### src/rtl/esc_pkg.sv
// Shared types, constants and arithmetic helpers for the environmental sensor compensation block.
package esc_pkg;

  typedef logic signed [63:0] s64_t;

  typedef struct packed {
    logic [19:0] adc_temperature;
    logic [19:0] adc_pressure;
    logic [15:0] adc_humidity;
  } sample_t;

  typedef struct packed {
    logic signed [23:0] temperature_centi;
    logic signed [23:0] fine_temperature;
    logic [31:0]        pressure_q8;
    logic [16:0]        humidity_q10;
    logic               temp_valid;
    logic               press_valid;
    logic               hum_valid;
    logic               press_div_zero;
  } result_t;

  typedef struct packed {
    sample_t raw;
    logic    temp_valid;
    logic    press_valid;
    logic    hum_valid;
  } entry_t;

  typedef struct packed {
    logic [15:0]        t1;
    logic signed [15:0] t2;
    logic signed [15:0] t3;
    logic [15:0]        p1;
    logic signed [15:0] p2;
    logic signed [15:0] p3;
    logic signed [15:0] p4;
    logic signed [15:0] p5;
    logic signed [15:0] p6;
    logic signed [15:0] p7;
    logic signed [15:0] p8;
    logic signed [15:0] p9;
    logic [7:0]         h1;
    logic signed [15:0] h2;
    logic [7:0]         h3;
    logic signed [11:0] h4;
    logic signed [11:0] h5;
    logic signed [7:0]  h6;
  } coef_t;

  // partial products of a 64x64 multiply, low 64 bits only
  typedef struct packed {
    logic [63:0] lo;
    logic [31:0] mid;
  } pp_t;

  typedef enum logic [2:0] {
    REG_TEMP      = 3'd0,
    REG_PRESS_LO  = 3'd1,
    REG_PRESS_HI  = 3'd2,
    REG_PRESS_HUM = 3'd3,
    REG_HUM       = 3'd4
  } reg_e;

  localparam logic [19:0] SKIP_20 = 20'h80000;
  localparam logic [15:0] SKIP_16 = 16'h8000;
  localparam s64_t        HUM_MAX = 64'sd419430400;
  localparam logic [16:0] HUM_Q10_MAX = 17'd102400;

  function automatic pp_t mul_parts(input s64_t a, input s64_t b);
    pp_t         r;
    logic [31:0] hl;
    logic [31:0] lh;
    r.lo  = a[31:0] * b[31:0];
    hl    = a[63:32] * b[31:0];
    lh    = a[31:0] * b[63:32];
    r.mid = hl + lh;
    return r;
  endfunction

  function automatic s64_t mul_sum(input pp_t pp);
    return s64_t'(pp.lo + {pp.mid, 32'h0});
  endfunction

  function automatic logic signed [23:0] sat24(input s64_t v);
    if (v > 64'sd8388607) begin
      return 24'sh7FFFFF;
    end else if (v < -64'sd8388608) begin
      return 24'sh800000;
    end
    return v[23:0];
  endfunction

endpackage

### src/rtl/esc_front.sv
// Front end: accepts raw samples, flags skipped channels and queues them for the datapath.
module esc_front #(
  parameter int Depth = 4
) (
  input  logic             clk,
  input  logic             rst,
  input  logic             sample_valid,
  output logic             sample_stall,
  input  esc_pkg::sample_t sample,
  output logic             q_valid,
  output esc_pkg::entry_t  q_item,
  input  logic             q_pop
);
  import esc_pkg::*;

  localparam int PtrW = (Depth > 1) ? $clog2(Depth) : 1;
  localparam int CntW = $clog2(Depth + 1);

  entry_t            slots [Depth];
  logic [PtrW-1:0]   wr_ptr;
  logic [PtrW-1:0]   rd_ptr;
  logic [CntW-1:0]   count;
  logic [CntW-1:0]   count_next;
  logic              push;
  entry_t            classified;

  assign sample_stall = (count == CntW'(Depth));
  assign push         = sample_valid && !sample_stall;
  assign q_valid      = (count != '0);
  assign q_item       = slots[rd_ptr];

  always_comb begin
    classified.raw         = sample;
    classified.temp_valid  = (sample.adc_temperature != SKIP_20);
    classified.press_valid = (sample.adc_pressure != SKIP_20);
    classified.hum_valid   = (sample.adc_humidity != SKIP_16);
  end

  always_comb begin
    unique case ({push, q_pop})
      2'b10:   count_next = count + 1'b1;
      2'b01:   count_next = count - 1'b1;
      default: count_next = count;
    endcase
  end

  always_ff @(posedge clk) begin
    if (rst) begin
      wr_ptr <= '0;
      rd_ptr <= '0;
      count  <= '0;
    end else begin
      count <= count_next;
      if (push) begin
        wr_ptr <= (wr_ptr == PtrW'(Depth - 1)) ? '0 : wr_ptr + 1'b1;
      end
      if (q_pop) begin
        rd_ptr <= (rd_ptr == PtrW'(Depth - 1)) ? '0 : rd_ptr + 1'b1;
      end
    end
  end

  always_ff @(posedge clk) begin
    if (push) begin
      slots[wr_ptr] <= classified;
    end
  end

`ifndef ASSERT_OFF
  a_count_bound: assert property (@(posedge clk) disable iff (rst)
    count <= CntW'(Depth))
    else $error("queue count above depth");
  a_pop_nonempty: assert property (@(posedge clk) disable iff (rst)
    q_pop |-> count != '0)
    else $error("pop from empty queue");
  a_push_not_full: assert property (@(posedge clk) disable iff (rst)
    push |-> count != CntW'(Depth))
    else $error("push into full queue");
`endif

endmodule

### config.mk
export PLATFORM = sky130hd
export DESIGN_NAME = esc_front
export DESIGN_NICKNAME = d
export VERILOG_FILES = /design/src/rtl/esc_pkg.sv /design/src/rtl/esc_front.sv
export SDC_FILE = /design/constraint.sdc
export NUM_CORES = 1
export LEC_CHECK = 0
export BUFFER_PORTS_ARGS = -buffer_cell sky130_fd_sc_hd__buf_4
export CAP_MARGIN = 20
export CORE_UTILIZATION = 45
export CTS_CLUSTER_DIAMETER = 50
export DETAILED_ROUTE_END_ITERATION = 6
export GPL_ROUTABILITY_DRIVEN = 0
export PLACE_DENSITY = 0.68
export SYNTH_ARGS = -nofsm -noshare
export SYNTH_HDL_FRONTEND = slang
export SYNTH_SLANG_ARGS = --single-unit
### constraint.sdc
create_clock -name clk -period 6 [get_ports clk]
set_input_delay 1.5 -clock clk [delete_from_list [all_inputs] [get_ports clk]]
set_output_delay 1.5 -clock clk [all_outputs]
set_load 0.03 [all_outputs]
Word-level counts from Yosys, hierarchy flattened --
Memory sizes are Yosys's and may differ from the RTL's. A register that Yosys moved wholly into a read port is not among the register bits. Cells that the tools add are included. Widths: inputs -> output; s select.
Cells by class: add/sub/neg operators 4, $mul 0, divide/modulo/power cells 0, magnitude comparators 0, equal/unequal tests 8, shift operators 0, multiplexer cells 7, bitwise gates (word level) 0, reductions and logical operators 4
Operators with widths (count):
- $ne 20x20->1 const B | 2
- $ne 16x16->1 const B | 1
- $mux 2 | 4
- $eq 2x2->1 const B | 3
- $pmux 3 s2 | 1
- $add 2x1->2 const B | 2
- $add 3x1->3 const B | 1
- $eq 3x3->1 const B | 1
- $reduce_bool 3->1 | 1
- $sub 3x1->3 const B | 1
- $eq 2x1->1 const B | 1
- $mux 1 | 2
- $reduce_bool 2->1 | 1
- $logic_and 1x1->1 | 1
- $logic_not 1->1 | 1
Storage, ports and cells: register bits 7, latch bits 0, bits in writable memories 236, bits in read-only memories 0, input port bits 60, output and inout bits 61, word-level logic and storage cells 27, memories 1
Memories:
- slots | depth 4, width 59, read ports 1, clocked after memory_dff 1, wr ports 1, line esc_front.sv:19 | entry_t slots [Depth];

Logic depth before layout (Yosys ltp) --
Gate-level depths: netlist of run 1.
depth in word-level cells 5, mapped depth 9, gate-level depth less buffers 8

Least setup slack after synthesis of run 1 --
No wires, ideal clock.
path type in2reg, from input sample_valid, to memory slots[3][0] in the netlist's numbering, enable pin, library setup time 0.423 ns, data arrival time 2.942 ns, data required time 5.577 ns, setup slack 2.635 ns, cell stages on the path 1, path buffers 0, path through and3_1
On the way: cells in the longest elaborated chain, start to end 3
RTL lines:
- start: declaration | line esc_front.sv:7 | input logic sample_valid,
- $logic_and 1x1->1 | line esc_front.sv:28 | assign push = sample_valid && !sample_stall;
- $mux 1 | line esc_front.sv:64 | if (push) begin
- $mux 1 (implied by the code) | line esc_front.sv:65 | slots[wr_ptr] <= classified;
- end: declaration | line esc_front.sv:19
Every way passes these cells.

==> impl_metrics.yaml, run 1 <==
die:
  core_mm2: 0.0197
  num_rows: 51
  die_w_um: 144
  start_util_pct: 46.4
  dieArea_mm2: 0.0208
  die_y_um: 144
  ioPinCount: 121
synth:
  synth_seq_cells: 245
  synth_area_leader_cell: "edfxtp_1"
  synth_most_common_cell: "edfxtp_1"
  synth_top_cells_by_count: "edfxtp_1 (236), mux4_2 (59), nor4_1 (11)"
  synthArstFlopShare_pct: 0
  synth-edff-count: 236
  synth_top_area_share_pct: 77.7
  ys_seq_area_share_pct: 79.6
  ys_types: 30
  synthXorXnorAreaFrac_pct: 0.192
  synth_top_family_by_area: "multiplexers"
  synth_compound_area_share_pct: 0.439
  netlist_area_mm2: 0.00912
  synthAdderAreaFrac_pct: 1.04
  synth_cells: 377
  yosys.area_share.simple_pct: 2.37
  synth_area_per_cell_um2: 24.2
  synth_mux_area_share_pct: 14.8
  syn_nets: 444
  synth.area.top_cells: "edfxtp_1 (78%), mux4_2 (15%), dfxtp_1 (2.0%)"
  synth_warnings: 0
  ys.flop_type: "edfxtp_1"
timing:
  setup_tns_ns: 0
  final-setup-viol-count: 0
  rsz0062_at_grt: "false"
  holdWs_ns: 0.524
  clock_skew_ns: 0.0182
  finalCritPeriodShare_pct: 69.7
  maxClockFrequency_mhz: 239
  slew_viol_final: 0
  slew_headroom_pct: 26.0
  post-route-min-period_ns: 4.18
  tightestPinTransition_ns: 1.11
  hold_viol: 0
grt:
  grt_pass1_vias: 4685
  overflow: 0
  grt_pass1_wl_um: 26700
  grt_max_degree: 47
  antenna_found_initial: 0
  grt_usage_pct: 17.3
clock_network:
  cts_setup_buffers: 0
  htreeDepth: 1
  clock_path_buffers: 3
  ctsRootBufferMaster: "clkbuf_16"
  cts_resized: 0
  cts_tree: "yes"
  ctsHoldBuffers: 0
  cts_sinks: 245
  cts-buffers-inserted: 27
  clk_latency_ns: 0.51
  clk_pin_slew_ns: 0.06
setup_path:
  start_kind: "flip-flop"
  arrival_ns: 2.68
  r2r-start: "count[0]$_SDFFE_PP0P_"
  crit_path_end_kind: "output pin"
  path_max_fanout: 46
  ff2ff_setup_slack_ns: 3.53
  reg2reg_to: "slots[3][41]$_DFFE_PP_"
  path_common_cell: "buf_4"
  critical-path-top-delay-family: "flip-flops"
  crit_slowest_cell: "dfxtp_4"
  path_cells: "buf_4 -> mux4_2 -> buf_4"
  reg2regPathDepth: 3
  required_ns: 4.50
  critical_path_class: "flip-flop to output pin"
  path_buf_inv: 2
  slowest_delay_ns: 0.97
cells_and_area:
  nFillCells: 1504
  antenna_cells: 0
  nets: 584
  synthToLayoutAreaGrowth_pct: 22.8
  drive_gt1_share_pct: 43.4
route:
  drt_iter0_drc: 284
  met2_length_um: 8520
  wl_um: 17400
  drtPass1Iterations: 4
  highest_layer: "met4"
  ant_nets: 0
  vias: 4334
  met3WireLength_um: 1060
  wl_per_cell_um: 21.7
  wl_met1_um: 7630
  avgViaCountPerCell: 5.40
  drc: 0
job:
  drv_cap: 0
worst_hold_path:
  hp-start: "count[2]$_SDFFE_PP0P_"
  holdPathEnd: "count[2]$_SDFFE_PP0P_"
  worstHoldPathCells: 2
  min_path_type: "flip-flop to flip-flop"
placement:
  hpwl_um: 10700
  port_buffers: 120
power_and_ir_drop:
  leakage_nw: 3.77
  peakVddDrop_v: 0.000171
  powerDensity_mw_per_mm2: 376
run_status:
  status: "completed"
## how the worst max path moves through the flow
stage	end	slack, ns	depth (start not counted)
2_1_floorplan	slots[3][0]$_DFFE_PP_	2.63	1
3_3_place_gp	q_item[22]	2.25	3
3_5_place_dp	q_item[5]	2.22	3
4_1_cts	q_item[5]	1.69	3
5_1_grt	q_item[5]	1.57	3
6_report	q_item[5]	1.82	3
## cells by family after synthesis
logic type | Yosys count
XOR/XNOR | 2
AO/OA/AOI/OAI | 6
AND/OR/NAND/NOR | 35
multiplexers | 61
adder cells (fa/ha/maj) | 7
buffers and inverters | 21
flip-flops | 245
## through the flow
step / instances / utilization [%] / power (mW) / cell area [um2] / worst slack (ns)
detailed placement: 752 / 52.4 / 2.64 / 10300 / 2.22
CTS: 801 / 56.9 / 4.26 / 11200 / 1.69
global placement: 752 / 52.4 / 2.63 / 10300 / 2.25
global route: 802 / 57.0 / 4.36 / 11200 / 1.57
finish: 802 / 57.0 / 4.21 / 11200 / 1.82
floorplan: 377 / - / 2.42 / 9120 / 2.63
## sequential cells by signal (all words and copies together), names as in the netlist, named ones only
register  flops
rd_ptr        2
wr_ptr        2
slots       236
count         3
## report_power, final
group | internal, mW | total [mW] | switching (mW)
combinational | 0.225 | 0.547 | 0.322
sequential | 2.00 | 2.05 | 0.0503
clock | 0.991 | 1.61 | 0.622
total | 3.22 | 4.21 | 0.994
## layer usage
metal  global-route usage (%)  vias up
met5                        0        -
met4                     4.38        0
met3                     3.81       14
met2                     28.3      135
met1                     23.8     2287
li1                         -     1898
## area by class of cell
class                      instances  area, um2  area share, %
multi-input combinational        111       1720           15.4
timing repair buffer             127        973           8.69
sequential                       245       7270           64.9
clock inverter                    20        201           1.80
clock buffer                      29        683           6.10
inverter                           5       18.8          0.168
tap                              265        332           2.96
## worst reg2reg max path, stage by stage, from the launching register on
cell     delay, ns
dfxtp_1       0.40
or3b_1        0.31
and3_2        0.95
buf_4         0.47
## cell usage in the layout (no fill, tap or decap), types with 4 or more instances in the layout
| cell | Yosys | layout |
|---|---|---|
| edfxtp_1 | 236 | 236 |
| clkinv_1 | 0 | 8 |
| clkinv_2 | 0 | 4 |
| clkbuf_16 | 0 | 27 |
| nor2_1 | 4 | 4 |
| mux4_2 | 59 | 59 |
| ha_1 | 6 | 6 |
| and3_2 | 0 | 4 |
| buf_4 | 4 | 126 |
| dfxtp_1 | 9 | 7 |
| inv_1 | 5 | 5 |
| nand3_1 | 4 | 4 |
| bufinv_16 | 0 | 4 |
| nor4_1 | 11 | 11 |
(Power assumes the default switching activity.)
==> inputs of run 2 (changes only) <==
ABC_AREA = 1   (was default)
PLACE_DENSITY = 0.7   (was 0.68)
clock period = 3.7 ns   (was 6 ns; I/O delays follow)
==> impl_metrics.yaml, run 2 <==
cells_and_area:
  regMostFlops: "slots"
  final_common_cell: "edfxtp_1"
  instances_no_fill: 1083
  antenna_cells: 0
  final_cell_mix: "edfxtp_1 (236), nor2_1 (157), buf_4 (127)"
  reg.largest.list: "slots x236, count x3"
  drive_gt1_share_pct: 21.2
  nets: 868
  largest_reg_flops: 236
  fin_util_pct: 55.7
  synthToLayoutAreaGrowth_pct: 20.8
clock_network:
  ctsHoldBuffers: 0
  cts-buffers-inserted: 25
  clock_path_buffers: 3
  ctsRootBufferMaster: "clkbuf_16"
  cts_tree: "yes"
  cts_sinks: 245
  cts_resized: 0
  htreeDepth: 1
  clk_pin_slew_ns: 0.06
  clk_latency_ns: 0.51
  cts_setup_buffers: 0
synth:
  ys_seq_area_share_pct: 77.5
  synth_top_area_share_pct: 75.6
  synth_seq_cells: 245
  ys.flop_type: "edfxtp_1"
  syn_nets: 747
  synthArstFlopShare_pct: 0
  synth-edff-count: 236
  synth_top_cells_by_count: "edfxtp_1 (236), nor2_1 (161), o21ai_0 (114)"
  synth_most_common_cell: "edfxtp_1"
  netlist_area_mm2: 0.00938
  synth_area_leader_cell: "edfxtp_1"
  synth.area.top_cells: "edfxtp_1 (76%), nor2_1 (6.4%), o21ai_0 (6.1%)"
  synth_warnings: 0
  ys_types: 23
  synth_area_per_cell_um2: 13.8
  synth_cells: 680
timing:
  final-setup-viol-count: 0
  tightestPinTransition_ns: 0.790
  clock_skew_ns: 0.00742
  maxClockFrequency_mhz: 307
  post-route-min-period_ns: 3.25
  hold_viol: 0
  slew_headroom_pct: 47.3
  rsz0062_at_grt: "false"
  slew_viol_final: 0
  finalCritPeriodShare_pct: 87.9
route:
  met3WireLength_um: 1200
  drtPass1Iterations: 5
  wl_um: 19200
  wl_met1_um: 8460
  vias: 5681
  highest_layer: "met4"
  wl_per_cell_um: 17.7
  avgViaCountPerCell: 5.25
  ant_nets: 0
  met2_length_um: 9230
  drc: 0
  drt_iter0_drc: 340
die:
  core_mm2: 0.0204
  die_w_um: 146
  die_y_um: 146
  ioPinCount: 121
  num_rows: 52
  start_util_pct: 46.1
  dieArea_mm2: 0.0214
power_and_ir_drop:
  leakage_nw: 3.97
  clockPowerShare_pct: 36.0
  power_frac_comb_pct: 14.2
  peakVddDrop_v: 0.000310
  switching_share_pct: 24.7
  p_int_mw: 4.97
  switchingPower_mw: 1.63
  seq_power_share_pct: 49.8
  powerDensity_mw_per_mm2: 583
grt:
  grt_pass1_wl_um: 30000
  grt_usage_pct: 18.1
  grt_pass1_vias: 5612
  antenna_found_initial: 0
  overflow: 0
  grt_max_degree: 119
setup_path:
  path_max_fanout: 118
  critical_path_class: "flip-flop to output pin"
  required_ns: 2.77
  crit_path_end_kind: "output pin"
  arrival_ns: 2.33
  start_kind: "flip-flop"
placement:
  place_inst: 1044
  hpwl_um: 11200
  port_buffers: 120
job:
  drv_cap: 0
worst_hold_path:
  min_path_type: "flip-flop to flip-flop"
run_status:
  status: "completed"
run 2: changes by cell type after synthesis, sizes merged, moves of 11 or more:
cell,change
buf,+11
mux4,-59
nand2,+21
nor2,+157
nor4,-11
o21ai,+119
o22ai,+59
run 2: layout make-up:
| type | count | area, um2 |
|---|---|---|
| multi-input cells | 383 | 1860 |
| fillers | 1633 | 9030 |
| repair buffers | 131 | 1030 |
| well taps | 270 | 338 |
| clock inverters | 10 | 125 |
| clock buffers | 29 | 641 |
| inverters | 15 | 61.3 |
| flip-flops and latches | 245 | 7270 |
run 2: through the flow:
| step | hold slack [ns] | instance area (um2) | total power [mW] | setup WS [ns] | TNS (ns) |
|---|---|---|---|---|---|
| floorplan | 0.457 | 9380 | 3.92 | -0.319 | -75.32 |
| global placement | 0.473 | 10600 | 4.28 | 1.01 | 0 |
| detailed placement | 0.478 | 10600 | 4.30 | 0.983 | 0 |
| CTS | 0.487 | 11300 | 6.66 | 0.415 | 0 |
| global route | 0.538 | 11300 | 6.85 | 0.252 | 0 |
| finish | 0.483 | 11300 | 6.61 | 0.448 | 0 |
run 2: final timing paths:
kind / from / to / slack (ns) / cells past startpoint
worst max-delay path: flip-flop / q_item[45] / 0.45 / 4
worst min-delay path: count[1]$_SDFFE_PP0P_ / count[1]$_SDFFE_PP0P_ / 0.48 / 2
worst max register to register: count[0]$_SDFFE_PP0P_ / count[2]$_SDFFE_PP0P_ / 1.45 / 8
worst min register to register: count[1]$_SDFFE_PP0P_ / count[1]$_SDFFE_PP0P_ / 0.48 / 2
run 2: metal layers:
layer / vias up / GRT usage (%)
met5: - / 0
li1: 2744 / -
met4: 0 / 5.10
met3: 24 / 3.22
met2: 168 / 29.5
met1: 2745 / 25.1
run 2: worst max-delay path: stages, from the launching register on:
cell and delay, ns:
dfxtp_4 0.48, inv_6 0.62, o21ai_0 0.19, o22ai_1 0.27, buf_4 0.22
run 2: logic make-up after synthesis:
| family | count (synthesis) | share of synthesized area, % |
|---|---|---|
| buf+inv | 52 | 2.97 |
| xor+xnor | 1 | 0.0934 |
| compound gates | 184 | 10.6 |
| simple gates | 191 | 7.83 |
| fa+ha+maj | 7 | 1.01 |
| flops | 245 | 77.5 |
run 2: power by group through the flow:
stage          Combinational, mW  Clock [mW]  Sequential, mW
2_1_floorplan              0.572           0            3.34
3_3_place_gp               0.939           0            3.34
3_5_place_dp               0.952           0            3.35
4_1_cts                    0.956        2.42            3.29
5_1_grt                     1.02        2.53            3.30
6_report                   0.941        2.38            3.29
==> inputs of run 3 (changes only) <==
PLACE_DENSITY = 0.68   (was 0.7)
RECOVER_POWER = 50   (was default)
clock period = 3.1 ns   (was 3.7 ns; I/O delays follow)
==> impl_metrics.yaml, run 3 (synthesis results as in run 2) <==
run_status:
  status: "finished with violations"
  violations: "capacitance limit, slew limit"
clock_network:
  cts_tree: "yes"
  cts_sinks: 245
  ctsRootBufferMaster: "clkbuf_16"
  htreeDepth: 1
  cts_setup_buffers: 0
  ctsHoldBuffers: 0
  clock_path_buffers: 3
  clk_latency_ns: 0.52
  clk_pin_slew_ns: 0.06
  cts_resized: 0
  cts-buffers-inserted: 26
power_and_ir_drop:
  switching_share_pct: 24.7
  power_frac_comb_pct: 13.2
  switchingPower_mw: 2.04
  seq_power_share_pct: 47.6
  powerDensity_mw_per_mm2: 733
  clockPowerShare_pct: 39.3
  leakage_nw: 3.85
  peakVddDrop_v: 0.000339
  p_total_mw: 8.27
  p_int_mw: 6.23
cells_and_area:
  reg.largest.list: "slots x236, count x3"
  final_common_cell: "edfxtp_1"
  nFillCells: 1717
  largest_reg_flops: 236
  drive_gt1_share_pct: 15.4
  regMostFlops: "slots"
  synthToLayoutAreaGrowth_pct: 20.3
  final_cell_mix: "edfxtp_1 (236), nor2_1 (158), o21ai_0 (114)"
  instances_no_fill: 1094
  nets: 871
  antenna_cells: 0
  stdcell_area_mm2: 0.0113
timing:
  finalCritPeriodShare_pct: 95.3
  clock_skew_ns: 0.00767
  tightestPinTransition_ns: 1.71
  rsz0062_at_grt: "true"
  post-route-min-period_ns: 2.96
  hold_viol: 0
  maxClockFrequency_mhz: 338
  slew_viol_final: 120
  slew_headroom_pct: -14.2
  final-setup-viol-count: 0
die:
  die_w_um: 146
  start_util_pct: 46.1
  die_y_um: 146
  core_mm2: 0.0204
  dieArea_mm2: 0.0214
  num_rows: 52
  ioPinCount: 121
route:
  drc: 0
  vias: 5785
  wl_per_cell_um: 17.6
  wl_um: 19300
  avgViaCountPerCell: 5.29
  drtPass1Iterations: 5
  ant_nets: 0
  drt_iter0_drc: 449
worst_hold_path:
  hp-start: "rst"
  holdPathEnd: "count[0]$_SDFFE_PP0P_"
  worstHoldPathCells: 2
  min_path_type: "input port to flip-flop"
placement:
  port_buffers: 120
  place_inst: 1046
  placed_area_mm2: 0.0106
  hpwl_um: 10900
grt:
  grt_max_degree: 73
  grt_pass1_wl_um: 29700
  overflow: 0
  antenna_found_initial: 0
  grt_usage_pct: 17.9
  grt_pass1_vias: 5522
setup_path:
  arrival_ns: 2.18
  crit_path_end_kind: "output pin"
  ff2ff_setup_slack_ns: 0.36
  reg2regPathDepth: 6
  start_kind: "flip-flop"
  r2r-start: "count[0]$_SDFFE_PP0P_"
  reg2reg_to: "slots[1][2]$_DFFE_PP_"
  critical_path_class: "flip-flop to output pin"
  path_max_fanout: 72
  required_ns: 2.32
job:
  drv_cap: 2
## run 3: cell count changes in the layout (fill, tap and decap cells not counted), sizes merged
cell	before	now
clkinv	6	4
inv	16	17
buf	131	74
clkbuf	29	94
clkinvlp	0	3
bufinv	3	4
## run 3: layout make-up
| type | count | area [um2] | share of cell area [%] |
|---|---|---|---|
| timing repair buffer | 133 | 825 | 7.31 |
| inverter | 15 | 63.8 | 0.566 |
| sequential | 245 | 7270 | 64.5 |
| clock inverter | 13 | 179 | 1.59 |
| multi-input combinational | 383 | 1860 | 16.5 |
| tap | 270 | 338 | 3.00 |
| clock buffer | 35 | 746 | 6.61 |
## run 3: per-stage QoR
| stage | hold slack, ns | setup WS [ns] | TNS [ns] | utilization (%) |
|---|---|---|---|---|
| global route | 0.427 | 0.00106 | 0 | 55.4 |
| floorplan | 0.457 | -0.769 | -181.52 | - |
| detailed placement | 0.475 | 0.596 | 0 | 52.0 |
| CTS | 0.410 | 0.0317 | 0 | 56.6 |
| global placement | 0.472 | 0.609 | 0 | 52.0 |
| finish | 0.432 | 0.144 | 0 | 55.4 |
## run 3: worst max-delay path: stages (launching register included)
cell     delay (ns)
dfxtp_4        0.46
inv_8          0.31
buf_4          0.31
o21ai_0        0.10
o22ai_1        0.18
buf_4          0.20
## run 3: worst max-delay path by stage
stage / startpoint / end / slack [ns] / depth (start not counted)
after floorplan: sample_valid / slots[0][0]$_DFFE_PP_ / -0.77 / 2
after global placement: flip-flop / q_item[22] / 0.61 / 4
after detailed placement: flip-flop / q_item[22] / 0.60 / 4
after CTS: flip-flop / q_item[42] / 0.03 / 5
after global routing: flip-flop / q_item[39] / 0.001 / 5
final: flip-flop / q_item[42] / 0.14 / 5
## run 3: per-layer routing
metal / share of wire (%) / vias to the layer above / GRT usage (%)
met3: 7.6 / 25 / 4.03
li1: - / 2759 / -
met2: 47 / 186 / 28.0
met5: 0 / - / 0
met1: 44 / 2815 / 25.4
met4: 1.6 / 0 / 4.84
## run 3: power by group through the flow
stage / registers, mW / logic [mW] / clock network (mW)
finish: 3.93 / 1.09 / 3.24
global route: 3.95 / 1.18 / 3.43
CTS: 3.93 / 1.15 / 3.30
detailed placement: 4.00 / 1.14 / 0
global placement: 3.99 / 1.13 / 0
floorplan: 3.99 / 0.683 / 0
